<file path="config.mk">
export PLATFORM = sky130hd
export DESIGN_NAME = sprite_quad_vertex_setup
export DESIGN_NICKNAME = d
export VERILOG_FILES = /design/src/rtl/sqv_pkg.sv /design/src/rtl/sqv_ram.sv /design/src/rtl/sqv_ctrl.sv /design/src/rtl/sqv_datapath.sv /design/src/rtl/sprite_quad_vertex_setup.sv
export SDC_FILE = /design/constraint.sdc
export NUM_CORES = 2
export LEC_CHECK = 0
export ABC_CLOCK_PERIOD_IN_PS = 11000
export BUFFER_PORTS_ARGS = -buffer_cell sky130_fd_sc_hd__buf_2
export CORE_ASPECT_RATIO = 0.7
export CORE_MARGIN = 4
export CORE_UTILIZATION = 58
export CTS_CLUSTER_DIAMETER = 80
export DETAILED_ROUTE_END_ITERATION = 7
export HOLD_SLACK_MARGIN = 0.05
export PLACE_DENSITY_LB_ADDON = 0.05
export SLEW_MARGIN = 20
export SYNTH_ARGS = -nofsm -noshare
export SYNTH_HDL_FRONTEND = slang
export SYNTH_SLANG_ARGS = --single-unit
</file>
<file path="constraint.sdc">
create_clock -name i_clk -period 11 [get_ports i_clk]
set_input_delay 1.1 -clock i_clk [delete_from_list [all_inputs] [get_ports i_clk]]
set_output_delay 1.1 -clock i_clk [all_outputs]
set_load 0.02 [all_outputs]
</file>
<file path="src/rtl/sqv_pkg.sv">
// Shared types, codes and constants of the sprite quad vertex setup block.
package sqv_pkg;

    localparam int MAX_QUADS_DEF     = 512;
    localparam int TEXTURE_SLOTS_DEF = 32;
    localparam int ANGLE_BITS_DEF    = 12;

    // Scan index carried between controller and datapath (slots up to 127).
    localparam int IDX_W = 7;

    localparam logic [1:0] CMD_BEGIN    = 2'd0;
    localparam logic [1:0] CMD_PLAIN    = 2'd1;
    localparam logic [1:0] CMD_TEXTURED = 2'd2;
    localparam logic [1:0] CMD_RESERVED = 2'd3;

    localparam logic [1:0] ST_OK         = 2'd0;
    localparam logic [1:0] ST_BATCH_FULL = 2'd1;
    localparam logic [1:0] ST_SLOTS_FULL = 2'd2;

    // Sine polynomial coefficients, Q30.
    localparam logic [30:0] SIN_C1 = 31'd1686629713;
    localparam logic [30:0] SIN_C3 = 31'd693598668;
    localparam logic [30:0] SIN_C5 = 31'd85569306;
    localparam logic [30:0] SIN_C7 = 31'd5026995;
    localparam logic [30:0] SIN_C9 = 31'd172270;

    // Last polynomial step: round and store.
    localparam logic [2:0] POLY_LAST = 3'd6;

    typedef struct packed {
        logic [1:0]         command;
        logic signed [31:0] center_x;
        logic signed [31:0] center_y;
        logic signed [31:0] size_x;
        logic signed [31:0] size_y;
        logic [11:0]        angle;
        logic               flip_x;
        logic [15:0]        texture_id;
    } t_in_word;

    typedef struct packed {
        logic signed [31:0] vertex_x;
        logic signed [31:0] vertex_y;
        logic               tex_u;
        logic               tex_v;
        logic [4:0]         slot_index;
        logic [10:0]        vertex_index;
        logic [1:0]         status;
        logic               last_of_quad;
    } t_out_word;

    typedef enum logic [2:0] {
        S_IDLE,
        S_SCAN_RD,
        S_SCAN_CMP,
        S_POLY,
        S_PROD,
        S_VOFF,
        S_VOUT,
        S_ERR
    } t_state;

    typedef struct packed {
        logic             load_item;
        logic             clear_quads;
        logic             inc_quads;
        logic             scan_hit;
        logic             alloc;
        logic [IDX_W-1:0] idx;
        logic             poly_en;
        logic             phase;
        logic [2:0]       step;
        logic             prod_en;
        logic             voff_en;
        logic [1:0]       corner;
        logic             out_load;
        logic             out_err;
        logic [1:0]       err_status;
    } t_dp_cmd;

    typedef struct packed {
        logic quads_full;
        logic slots_full;
        logic scan_done;
        logic id_match;
    } t_dp_status;

    // Coefficient of each polynomial step (zero outside steps 1 to 5); steps 2 to 5 subtract it.
    function automatic logic [30:0] sin_coef(input logic [2:0] step);
        logic [30:0] c;
        c = '0;
        case (step)
            3'd1:    c = SIN_C9;
            3'd2:    c = SIN_C7;
            3'd3:    c = SIN_C5;
            3'd4:    c = SIN_C3;
            3'd5:    c = SIN_C1;
            default: c = '0;
        endcase
        return c;
    endfunction

endpackage

</file>
<file path="src/rtl/sqv_ram.sv">
// Generic single-write, single-read RAM with registered read data.
module sqv_ram #(
    parameter int WIDTH = 16,
    parameter int DEPTH = 32,
    parameter int AW    = (DEPTH > 1) ? $clog2(DEPTH) : 1
) (
    input  logic             i_clk,
    input  logic             i_we,
    input  logic [AW-1:0]    i_waddr,
    input  logic [WIDTH-1:0] i_wdata,
    input  logic [AW-1:0]    i_raddr,
    output logic [WIDTH-1:0] o_rdata
);
    logic [WIDTH-1:0] r_mem [DEPTH];
    logic [WIDTH-1:0] r_rdata;

    always_ff @(posedge i_clk) begin
        if (i_we) begin
            r_mem[i_waddr] <= i_wdata;
        end
        r_rdata <= r_mem[i_raddr];
    end

    assign o_rdata = r_rdata;
endmodule

</file>
<file path="src/rtl/sqv_ctrl.sv">
// Controller state machine of the sprite quad vertex setup block.
module sqv_ctrl #(
    parameter int TEXTURE_SLOTS = sqv_pkg::TEXTURE_SLOTS_DEF
) (
    input  logic                i_clk,
    input  logic                i_rst_n,
    input  logic                i_in_valid,
    input  logic [1:0]          i_command,
    output logic                o_in_stall,
    output logic                o_out_valid,
    input  logic                i_out_stall,
    input  sqv_pkg::t_dp_status i_status,
    output sqv_pkg::t_dp_cmd    o_cmd
);
    localparam int SW = $clog2(TEXTURE_SLOTS + 1);

    sqv_pkg::t_state r_state, n_state;
    logic [SW-1:0]   r_idx, n_idx;
    logic [2:0]      r_step, n_step;
    logic            r_phase, n_phase;
    logic [1:0]      r_corner, n_corner;
    logic [1:0]      r_err, n_err;
    logic            r_out_valid, n_out_valid;
    logic            out_free;

    assign out_free = !r_out_valid || !i_out_stall;

    always_ff @(posedge i_clk) begin
        if (!i_rst_n) begin
            r_state     <= sqv_pkg::S_IDLE;
            r_idx       <= '0;
            r_step      <= '0;
            r_phase     <= 1'b0;
            r_corner    <= '0;
            r_err       <= sqv_pkg::ST_OK;
            r_out_valid <= 1'b0;
        end else begin
            r_state     <= n_state;
            r_idx       <= n_idx;
            r_step      <= n_step;
            r_phase     <= n_phase;
            r_corner    <= n_corner;
            r_err       <= n_err;
            r_out_valid <= n_out_valid;
        end
    end

    always_comb begin
        n_state  = r_state;
        n_idx    = r_idx;
        n_step   = r_step;
        n_phase  = r_phase;
        n_corner = r_corner;
        n_err    = r_err;
        o_cmd            = '0;
        o_cmd.idx        = sqv_pkg::IDX_W'(r_idx);
        o_cmd.phase      = r_phase;
        o_cmd.step       = r_step;
        o_cmd.corner     = r_corner;
        o_cmd.err_status = r_err;
        case (r_state)
            sqv_pkg::S_IDLE: begin
                if (i_in_valid) begin
                    o_cmd.load_item = 1'b1;
                    n_idx    = '0;
                    n_step   = '0;
                    n_phase  = 1'b0;
                    n_corner = '0;
                    case (i_command)
                        sqv_pkg::CMD_BEGIN: begin
                            o_cmd.clear_quads = 1'b1;
                        end
                        sqv_pkg::CMD_PLAIN, sqv_pkg::CMD_TEXTURED: begin
                            if (i_status.quads_full) begin
                                n_err   = sqv_pkg::ST_BATCH_FULL;
                                n_state = sqv_pkg::S_ERR;
                            end else if (i_command == sqv_pkg::CMD_TEXTURED) begin
                                n_state = sqv_pkg::S_SCAN_RD;
                            end else begin
                                n_state = sqv_pkg::S_POLY;
                            end
                        end
                        default: begin
                        end
                    endcase
                end
            end
            sqv_pkg::S_SCAN_RD: begin
                if (i_status.scan_done) begin
                    if (i_status.slots_full) begin
                        n_err   = sqv_pkg::ST_SLOTS_FULL;
                        n_state = sqv_pkg::S_ERR;
                    end else begin
                        o_cmd.alloc = 1'b1;
                        n_state     = sqv_pkg::S_POLY;
                    end
                end else begin
                    n_state = sqv_pkg::S_SCAN_CMP;
                end
            end
            sqv_pkg::S_SCAN_CMP: begin
                if (i_status.id_match) begin
                    o_cmd.scan_hit = 1'b1;
                    n_state        = sqv_pkg::S_POLY;
                end else begin
                    n_idx   = r_idx + 1'b1;
                    n_state = sqv_pkg::S_SCAN_RD;
                end
            end
            sqv_pkg::S_POLY: begin
                o_cmd.poly_en = 1'b1;
                if (r_step == sqv_pkg::POLY_LAST) begin
                    n_step = '0;
                    if (r_phase) begin
                        n_phase = 1'b0;
                        n_state = sqv_pkg::S_PROD;
                    end else begin
                        n_phase = 1'b1;
                    end
                end else begin
                    n_step = r_step + 3'd1;
                end
            end
            sqv_pkg::S_PROD: begin
                o_cmd.prod_en = 1'b1;
                if (r_step == 3'd3) begin
                    n_step  = '0;
                    n_state = sqv_pkg::S_VOFF;
                end else begin
                    n_step = r_step + 3'd1;
                end
            end
            sqv_pkg::S_VOFF: begin
                o_cmd.voff_en = 1'b1;
                n_state       = sqv_pkg::S_VOUT;
            end
            sqv_pkg::S_VOUT: begin
                if (out_free) begin
                    o_cmd.out_load = 1'b1;
                    if (r_corner == 2'd3) begin
                        o_cmd.inc_quads = 1'b1;
                        n_corner        = '0;
                        n_state         = sqv_pkg::S_IDLE;
                    end else begin
                        n_corner = r_corner + 2'd1;
                        n_state  = sqv_pkg::S_VOFF;
                    end
                end
            end
            sqv_pkg::S_ERR: begin
                if (out_free) begin
                    o_cmd.out_load = 1'b1;
                    o_cmd.out_err  = 1'b1;
                    n_state        = sqv_pkg::S_IDLE;
                end
            end
            default: begin
                n_state = sqv_pkg::S_IDLE;
            end
        endcase
        n_out_valid = o_cmd.out_load ? 1'b1 : (r_out_valid && i_out_stall);
    end

    assign o_in_stall  = (r_state != sqv_pkg::S_IDLE);
    assign o_out_valid = r_out_valid;

    a_last_vertex_idle: assert property (@(posedge i_clk) disable iff (!i_rst_n)
        (r_state == sqv_pkg::S_VOUT && out_free && r_corner == 2'd3)
            |=> (r_state == sqv_pkg::S_IDLE))
        else $error("last vertex did not return to idle");

    a_no_overwrite: assert property (@(posedge i_clk) disable iff (!i_rst_n)
        (r_out_valid && i_out_stall) |-> !o_cmd.out_load)
        else $error("held output word overwritten");

    a_error_code: assert property (@(posedge i_clk) disable iff (!i_rst_n)
        (r_state == sqv_pkg::S_ERR)
            |-> (r_err == sqv_pkg::ST_BATCH_FULL || r_err == sqv_pkg::ST_SLOTS_FULL))
        else $error("error result without an error status");
endmodule

</file>
<file path="src/rtl/sqv_datapath.sv">
// Datapath: slot table, shared multiplier, sine polynomial, vertex arithmetic.
module sqv_datapath #(
    parameter int MAX_QUADS     = sqv_pkg::MAX_QUADS_DEF,
    parameter int TEXTURE_SLOTS = sqv_pkg::TEXTURE_SLOTS_DEF,
    parameter int ANGLE_BITS    = sqv_pkg::ANGLE_BITS_DEF
) (
    input  logic                 i_clk,
    input  logic                 i_rst_n,
    input  sqv_pkg::t_in_word    i_in_word,
    input  sqv_pkg::t_dp_cmd     i_cmd,
    output sqv_pkg::t_dp_status  o_status,
    output sqv_pkg::t_out_word   o_out_word
);
    localparam int QW = $clog2(MAX_QUADS + 1);
    localparam int SW = $clog2(TEXTURE_SLOTS + 1);
    localparam int AW = (TEXTURE_SLOTS > 1) ? $clog2(TEXTURE_SLOTS) : 1;
    localparam int NB = ANGLE_BITS - 2;
    localparam logic [ANGLE_BITS-1:0] QUARTER = ANGLE_BITS'(1) << NB;

    logic signed [31:0]     r_cx, r_cy, r_sx, r_sy;
    logic [ANGLE_BITS-1:0]  r_ang;
    logic                   r_flip;
    logic [15:0]            r_id;
    logic [SW-1:0]          r_slot;
    logic [QW-1:0]          r_qc;
    logic [SW-1:0]          r_used;
    logic signed [65:0]     r_prod;
    logic [30:0]            r_x2;
    logic signed [17:0]     r_sin, r_cos;
    logic signed [48:0]     r_p [4];
    logic signed [32:0]     r_offx, r_offy;
    sqv_pkg::t_out_word     r_out;

    logic [15:0]            rdata;
    logic [ANGLE_BITS-1:0]  ang_eff;
    logic [1:0]             quadrant;
    logic [NB:0]            rem;
    logic [30:0]            x;
    logic [30:0]            prod_hi;
    logic signed [32:0]     t_sub;
    logic signed [32:0]     mul_a, mul_b;
    logic signed [65:0]     mul_p;
    logic [32:0]            v_round;
    logic [16:0]            v_mag;
    logic signed [17:0]     trig_val;
    logic                   cxn, cyn, a_neg;
    logic signed [49:0]     ta, tb, tc, td, sum_x, sum_y;
    logic signed [33:0]     vx, vy;
    logic [12:0]            qc13;

    sqv_ram #(.WIDTH(16), .DEPTH(TEXTURE_SLOTS), .AW(AW)) u_slot_ram (
        .i_clk   (i_clk),
        .i_we    (i_cmd.alloc),
        .i_waddr (AW'(r_used)),
        .i_wdata (r_id),
        .i_raddr (AW'(i_cmd.idx)),
        .o_rdata (rdata)
    );

    assign o_status.quads_full = (r_qc >= QW'(MAX_QUADS));
    assign o_status.slots_full = (r_used >= SW'(TEXTURE_SLOTS));
    assign o_status.scan_done  = (i_cmd.idx >= sqv_pkg::IDX_W'(r_used));
    assign o_status.id_match   = (rdata == r_id);

    // Sine argument: cosine is the sine a quarter turn later.
    always_comb begin
        ang_eff  = r_ang + (i_cmd.phase ? QUARTER : '0);
        quadrant = ang_eff[ANGLE_BITS-1 -: 2];
        rem      = {1'b0, ang_eff[NB-1:0]};
        if (quadrant[0]) begin
            rem = (NB+1)'(QUARTER) - rem;
        end
        x = 31'(rem) << (30 - NB);
    end

    assign prod_hi = r_prod[60:30];
    assign t_sub   = $signed({2'b00, sqv_pkg::sin_coef(i_cmd.step)})
                     - $signed({2'b00, prod_hi});

    always_comb begin
        mul_a = '0;
        mul_b = '0;
        if (i_cmd.prod_en) begin
            case (i_cmd.step[1:0])
                2'd0:    begin mul_a = 33'(r_cos); mul_b = 33'(r_sx); end
                2'd1:    begin mul_a = 33'(r_sin); mul_b = 33'(r_sy); end
                2'd2:    begin mul_a = 33'(r_sin); mul_b = 33'(r_sx); end
                default: begin mul_a = 33'(r_cos); mul_b = 33'(r_sy); end
            endcase
        end else begin
            case (i_cmd.step)
                3'd0:    begin mul_a = $signed({2'b00, x});       mul_b = $signed({2'b00, x}); end
                3'd1:    begin
                    mul_a = $signed({2'b00, prod_hi});
                    mul_b = $signed({2'b00, sqv_pkg::SIN_C9});
                end
                3'd2, 3'd3, 3'd4: begin
                    mul_a = $signed({2'b00, r_x2});
                    mul_b = t_sub;
                end
                default: begin mul_a = $signed({2'b00, x});       mul_b = t_sub; end
            endcase
        end
    end
    assign mul_p = mul_a * mul_b;

    // Round Q30 to Q16 half up, clamp to one, apply the quadrant sign.
    always_comb begin
        v_round  = (33'(r_prod[61:30]) + 33'd8192) >> 14;
        v_mag    = (v_round > 33'd65536) ? 17'd65536 : v_round[16:0];
        trig_val = quadrant[1] ? -$signed({1'b0, v_mag}) : $signed({1'b0, v_mag});
    end

    // Corner signs: x negative on corners 0 and 3, y negative on 0 and 1.
    always_comb begin
        cxn   = (i_cmd.corner == 2'd0) || (i_cmd.corner == 2'd3);
        cyn   = (i_cmd.corner == 2'd0) || (i_cmd.corner == 2'd1);
        a_neg = cxn ^ r_flip;
        ta    = a_neg ? -50'(r_p[0]) : 50'(r_p[0]);
        tb    = cyn   ? -50'(r_p[1]) : 50'(r_p[1]);
        tc    = a_neg ? -50'(r_p[2]) : 50'(r_p[2]);
        td    = cyn   ? -50'(r_p[3]) : 50'(r_p[3]);
        sum_x = ta - tb + 50'sd65536;
        sum_y = tc + td + 50'sd65536;
        vx    = 34'(r_cx) + 34'(r_offx);
        vy    = 34'(r_cy) + 34'(r_offy);
        qc13  = 13'(r_qc);
    end

    always_ff @(posedge i_clk) begin
        if (!i_rst_n) begin
            r_qc   <= '0;
            r_used <= '0;
        end else begin
            if (i_cmd.clear_quads) begin
                r_qc <= '0;
            end else if (i_cmd.inc_quads) begin
                r_qc <= r_qc + 1'b1;
            end
            if (i_cmd.alloc) begin
                r_used <= r_used + 1'b1;
            end
        end
    end

    always_ff @(posedge i_clk) begin
        if (i_cmd.load_item) begin
            r_cx   <= i_in_word.center_x;
            r_cy   <= i_in_word.center_y;
            r_sx   <= i_in_word.size_x;
            r_sy   <= i_in_word.size_y;
            r_id   <= i_in_word.texture_id;
            r_slot <= '0;
            if (i_in_word.command == sqv_pkg::CMD_TEXTURED) begin
                r_ang  <= ANGLE_BITS'(i_in_word.angle);
                r_flip <= i_in_word.flip_x;
            end else begin
                r_ang  <= '0;
                r_flip <= 1'b0;
            end
        end
        if (i_cmd.scan_hit) begin
            r_slot <= SW'(i_cmd.idx);
        end
        if (i_cmd.alloc) begin
            r_slot <= r_used;
        end
        if (i_cmd.poly_en) begin
            r_prod <= mul_p;
            if (i_cmd.step == 3'd1) begin
                r_x2 <= prod_hi;
            end
            if (i_cmd.step == sqv_pkg::POLY_LAST) begin
                if (i_cmd.phase) begin
                    r_cos <= trig_val;
                end else begin
                    r_sin <= trig_val;
                end
            end
        end
        if (i_cmd.prod_en) begin
            r_p[i_cmd.step[1:0]] <= 49'(mul_p);
        end
        if (i_cmd.voff_en) begin
            r_offx <= 33'(sum_x >>> 17);
            r_offy <= 33'(sum_y >>> 17);
        end
        if (i_cmd.out_load) begin
            if (i_cmd.out_err) begin
                r_out              <= '0;
                r_out.status       <= i_cmd.err_status;
                r_out.last_of_quad <= 1'b1;
            end else begin
                r_out.vertex_x <= (vx > 34'sd2147483647) ? 32'sh7FFFFFFF :
                                  (vx < -34'sd2147483648) ? 32'sh80000000 : vx[31:0];
                r_out.vertex_y <= (vy > 34'sd2147483647) ? 32'sh7FFFFFFF :
                                  (vy < -34'sd2147483648) ? 32'sh80000000 : vy[31:0];
                r_out.tex_u        <= !cxn;
                r_out.tex_v        <= !cyn;
                r_out.slot_index   <= 5'(r_slot);
                r_out.vertex_index <= {qc13[8:0], i_cmd.corner};
                r_out.status       <= sqv_pkg::ST_OK;
                r_out.last_of_quad <= (i_cmd.corner == 2'd3);
            end
        end
    end

    assign o_out_word = r_out;

    a_qc_bound: assert property (@(posedge i_clk) disable iff (!i_rst_n)
        r_qc <= QW'(MAX_QUADS))
        else $error("quad count beyond batch size");

    a_used_bound: assert property (@(posedge i_clk) disable iff (!i_rst_n)
        r_used <= SW'(TEXTURE_SLOTS))
        else $error("slot count beyond table size");

    a_alloc_not_full: assert property (@(posedge i_clk) disable iff (!i_rst_n)
        i_cmd.alloc |-> !o_status.slots_full)
        else $error("slot allocated in a full table");
endmodule

</file>
<file path="src/rtl/sprite_quad_vertex_setup.sv">
// Top level of the sprite quad vertex setup block.
//
// Input channel: one sprite command word per handshake (i_in_valid, o_in_stall).
// Begin-scene clears the batch quad counter and gives no output word; an
// unknown command is dropped. Plain and textured draws give four vertex words
// in corner order, the fourth flagged last_of_quad. A draw into a full batch,
// or a textured draw that misses in a full slot table, gives one error word.
// Output channel: o_out_valid, i_out_stall, one vertex word per handshake.
//
// A draw is accepted, then works out sine and cosine on the shared 33x33
// multiplier, then the scaled products, then each vertex in turn; a textured
// draw first compares the slot table RAM slot by slot, plus one more read on
// a miss. One item is worked on at a time; the next word is taken as soon as
// the last result sits in the output register.
// When the receiver stalls, the output word holds and the datapath waits.
// Reset (synchronous, active low) clears the quad counter and the slot count;
// slot table contents stay undefined until allocated.
module sprite_quad_vertex_setup #(
    parameter int MAX_QUADS     = sqv_pkg::MAX_QUADS_DEF,
    parameter int TEXTURE_SLOTS = sqv_pkg::TEXTURE_SLOTS_DEF,
    parameter int ANGLE_BITS    = sqv_pkg::ANGLE_BITS_DEF
) (
    input  logic               i_clk,
    input  logic               i_rst_n,
    input  logic               i_in_valid,
    output logic               o_in_stall,
    input  sqv_pkg::t_in_word  i_in_word,
    output logic               o_out_valid,
    input  logic               i_out_stall,
    output sqv_pkg::t_out_word o_out_word
);
    sqv_pkg::t_dp_cmd    cmd;
    sqv_pkg::t_dp_status status;

    // Sequence the scan, the polynomial and the four corners.
    sqv_ctrl #(.TEXTURE_SLOTS(TEXTURE_SLOTS)) u_ctrl (
        .i_clk       (i_clk),
        .i_rst_n     (i_rst_n),
        .i_in_valid  (i_in_valid),
        .i_command   (i_in_word.command),
        .o_in_stall  (o_in_stall),
        .o_out_valid (o_out_valid),
        .i_out_stall (i_out_stall),
        .i_status    (status),
        .o_cmd       (cmd)
    );

    // Hold item, slot table and arithmetic.
    sqv_datapath #(
        .MAX_QUADS     (MAX_QUADS),
        .TEXTURE_SLOTS (TEXTURE_SLOTS),
        .ANGLE_BITS    (ANGLE_BITS)
    ) u_datapath (
        .i_clk      (i_clk),
        .i_rst_n    (i_rst_n),
        .i_in_word  (i_in_word),
        .i_cmd      (cmd),
        .o_status   (status),
        .o_out_word (o_out_word)
    );
endmodule

</file>
==> results.json <==
{
  "outcome": "finished clean",
  "max-clock-path-buffers": 3,
  "syn_area_sq_mm": 0.0930,
  "clkTransAtPathRegs_ns": 0.06,
  "cp_slowest_cell": "fa_1",
  "reg2reg_slack_ns": 0.07,
  "fillers": 12258,
  "critical_path_class": "flop to flop",
  "muxShareOfSynthArea_pct": 4.67,
  "dieHeight_microns": 343,
  "core_sq_mm": 0.159,
  "crit_fanout": 4,
  "min_period_ns": 10.93,
  "ys_top_cells_by_area": "edfxtp_1, fa_1, ha_1",
  "hpwl_microns": 214000,
  "required_ns": 11.48,
  "drtIter0Drc": 6741,
  "crit_top_cell": "fa_1",
  "cts.sinks": 1170,
  "ant_nets": 0,
  "grt_pass1_vias": 65005,
  "whs_ns": 0.461,
  "synth_commonest_cells": "inv_1, edfxtp_1, fa_1, nand2_1, nor2_1",
  "grt_first_pass_wirelength_microns": 413000,
  "cts_buffers": 111,
  "synth_compound_area_share_pct": 7.20,
  "clock_latency_ns": 0.78,
  "final-setup-viol-count": 0,
  "hold-path-endpoint": "u_ctrl.r_err[0]",
  "cpPeakStageDelay_ns": 0.58,
  "ys_warn_count": 0,
  "ctsHoldBuffers": 0,
  "drtPass1Iterations": 5,
  "ys.flop_type": "edfxtp_1",
  "finalCritPeriodShare_pct": 99.3,
  "synth_top_family_by_area": "adder cells",
  "overflow": 0,
  "syn_nets": 9859,
  "yosysSeqAreaShare_pct": 37.2,
  "drc": 0,
  "io_buffers": 249,
  "synthAdderAreaFrac_pct": 30.4,
  "synthCells": 8085,
  "track_usage_pct": 33.4,
  "vias_per_cell": 5.95,
  "antenna_found_initial": 10,
  "arrival_ns": 11.41,
  "gp_congestion": 1.02,
  "synth-edff-count": 1120,
  "rows": 122,
  "critPathCaptureType": "flop",
  "worst_slew_pin_slew_ns": 1.16,
  "area_growth_pct": 12.8,
  "r2r-end": "u_datapath.r_prod[61]",
  "die_w_microns": 487,
  "wire_per_inst_microns": 25.5,
  "finalMaxSlewViolations": 0,
  "multi_input_area_sq_mm": 0.0537,
  "synth_cell_types": 103,
  "maxCapViolCount": 0,
  "htreeDepth": 3,
  "hold_path_class": "flop to flop",
  "max_freq_ghz": 0.0915,
  "die_area_sq_mm": 0.167,
  "io_pins": 250,
  "start_util_pct": 58.6,
  "syn_area_per_cell_sq_um": 11.5,
  "yosys.area_share.simple_pct": 9.91,
  "regArea_sq_mm": 0.0347,
  "grt_max_degree": 100,
  "hp-start": "u_ctrl.r_err[0]",
  "fin_skew_ns": 0.122,
  "ys_ff_latch": 1170,
  "totalWireLength_microns": 276000,
  "cts_root_buffer": "clkbuf_16",
  "rsz0062_at_grt": "true",
  "hold_depth": 2,
  "nNetsFinal": 10383,
  "cts_tree": "done",
  "hold_violations": 0,
  "synth-xor-area-share_pct": 4.41,
  "synthArstFlopShare_pct": 0,
  "netlist.area_leader.share_pct": 36.2,
  "regToRegStartpoint": "u_ctrl.r_step[1]",
  "drive_gt1_share_pct": 15.4,
  "startpoint_type": "flop",
  "vias": 64333,
  "r2r_cells": 46,
  "yosysMostFrequentCell": "inv_1",
  "yosys.area.top_type": "edfxtp_1",
  "slew_headroom_pct": 22.4
}
## cell type report
type / instances / area share (%)
timing repair buffer: 735 / 5.31
clock inverter: 74 / 0.892
antenna: 9 / 0.0215
tap: 2108 / 2.51
clock buffer: 133 / 2.76
inverter: 1191 / 4.27
sequential: 1170 / 33.0
multi-input combinational: 5400 / 51.2
## how the worst max path moves through the flow
stage,from,to,slack [ns],depth (start not counted)
after floorplan,u_ctrl.r_step[2],u_datapath.r_prod[61],0.26,49
after global routing,u_ctrl.r_step[0],u_datapath.r_prod[60],-0.20,46
after detailed placement,u_ctrl.r_step[1],u_datapath.r_prod[60],-0.33,47
final,u_ctrl.r_step[1],u_datapath.r_prod[61],0.07,46
after global placement,u_ctrl.r_step[0],u_datapath.r_prod[61],-0.18,47
after CTS,u_ctrl.r_step[0],u_datapath.r_prod[61],0.002,46
## metal layers
| metal | part of all wire, % | track usage [%] | vias up |
|---|---|---|---|
| li1 | - | - | 28111 |
| met1 | 43 | 50.0 | 32715 |
| met2 | 43 | 48.1 | 3070 |
| met3 | 11 | 9.11 | 429 |
| met4 | 3.2 | 9.20 | 8 |
| met5 | 0.094 | 0.966 | - |
## sequential cells by signal, indices dropped and copies added, names as in the netlist, 2 cells and up
register and count:
u_datapath.r_offx 33, u_datapath.r_cos 18, u_datapath.r_qc 10, u_datapath.o_out_word 85
u_datapath.r_x2 31, u_datapath.r_sy 32, u_datapath.r_sx 32, u_datapath.r_cx 32
u_datapath.r_cy 32, u_datapath.u_slot_ram.o_rdata 16, u_ctrl.r_corner 2, u_ctrl.r_idx 6
u_datapath.r_id 16, u_datapath.r_ang 12, u_ctrl.r_step 3, u_ctrl.r_err 2
u_datapath.u_slot_ram.r_mem 512, u_ctrl.r_state 3, u_datapath.r_p 196, u_datapath.r_slot 5
u_datapath.r_prod 32, u_datapath.r_used 6, u_datapath.r_offy 33, u_datapath.r_sin 18
## stage by stage
step | setup WS [ns] | instances | util, % | cell area (sq um) | TNS, ns
floorplan | 0.256 | 8085 | - | 93000 | 0
global placement | -0.183 | 10582 | 63.0 | 100000 | -1.14
detailed placement | -0.330 | 10582 | 63.0 | 100000 | -3.67
CTS | 0.00180 | 10796 | 65.6 | 104000 | 0
global route | -0.201 | 10813 | 66.1 | 105000 | -1.31
finish | 0.0723 | 10820 | 66.1 | 105000 | 0
## what timing repair did
item / 4_1_cts / 5_1_grt
buffers inserted: 7 / 14
pin swaps: 29 / 80
gates cloned: 0 / 2
resized for setup: 41 / 120
hold endpoints to repair: 0 / 0
endpoints found under the setup margin: 43 / 86
## worst max-delay path, delay by kind of cell, from the launching register on
kind            cells  cell delay, ns
compound gates     17            3.29
xor+xnor            2            0.30
fa+ha+maj          12            5.08
buf+inv             9            0.85
flops               1            0.37
mux                 1            0.20
simple gates        5            0.53
## cells in the final DEF, fill, tap and decap left out, types with 193 or more instances in the layout
| cell | synthesis | final |
|---|---|---|
| buf_4 | 1 | 427 |
| fa_1 | 1085 | 1069 |
| edfxtp_1 | 1120 | 1120 |
| inv_1 | 1190 | 1181 |
| xnor2_1 | 278 | 272 |
| nand2_1 | 758 | 751 |
| a21oi_1 | 277 | 249 |
| nor2_1 | 712 | 693 |
| buf_2 | 27 | 249 |
| o21ai_0 | 201 | 193 |
| ha_1 | 526 | 509 |
## logic make-up after synthesis
logic type,count (synthesis)
adders and majority gates,1611
buffers and inverters,1515
muxes,231
AOI/OAI and AO/OA,1026
DFF,1170
xor gates and xnor gates,468
and+or+nand+nor,2064
Power is left out: the tool's default activity adds up to more than one toggle a clock period on the data nets, which glitch-free logic cannot reach.
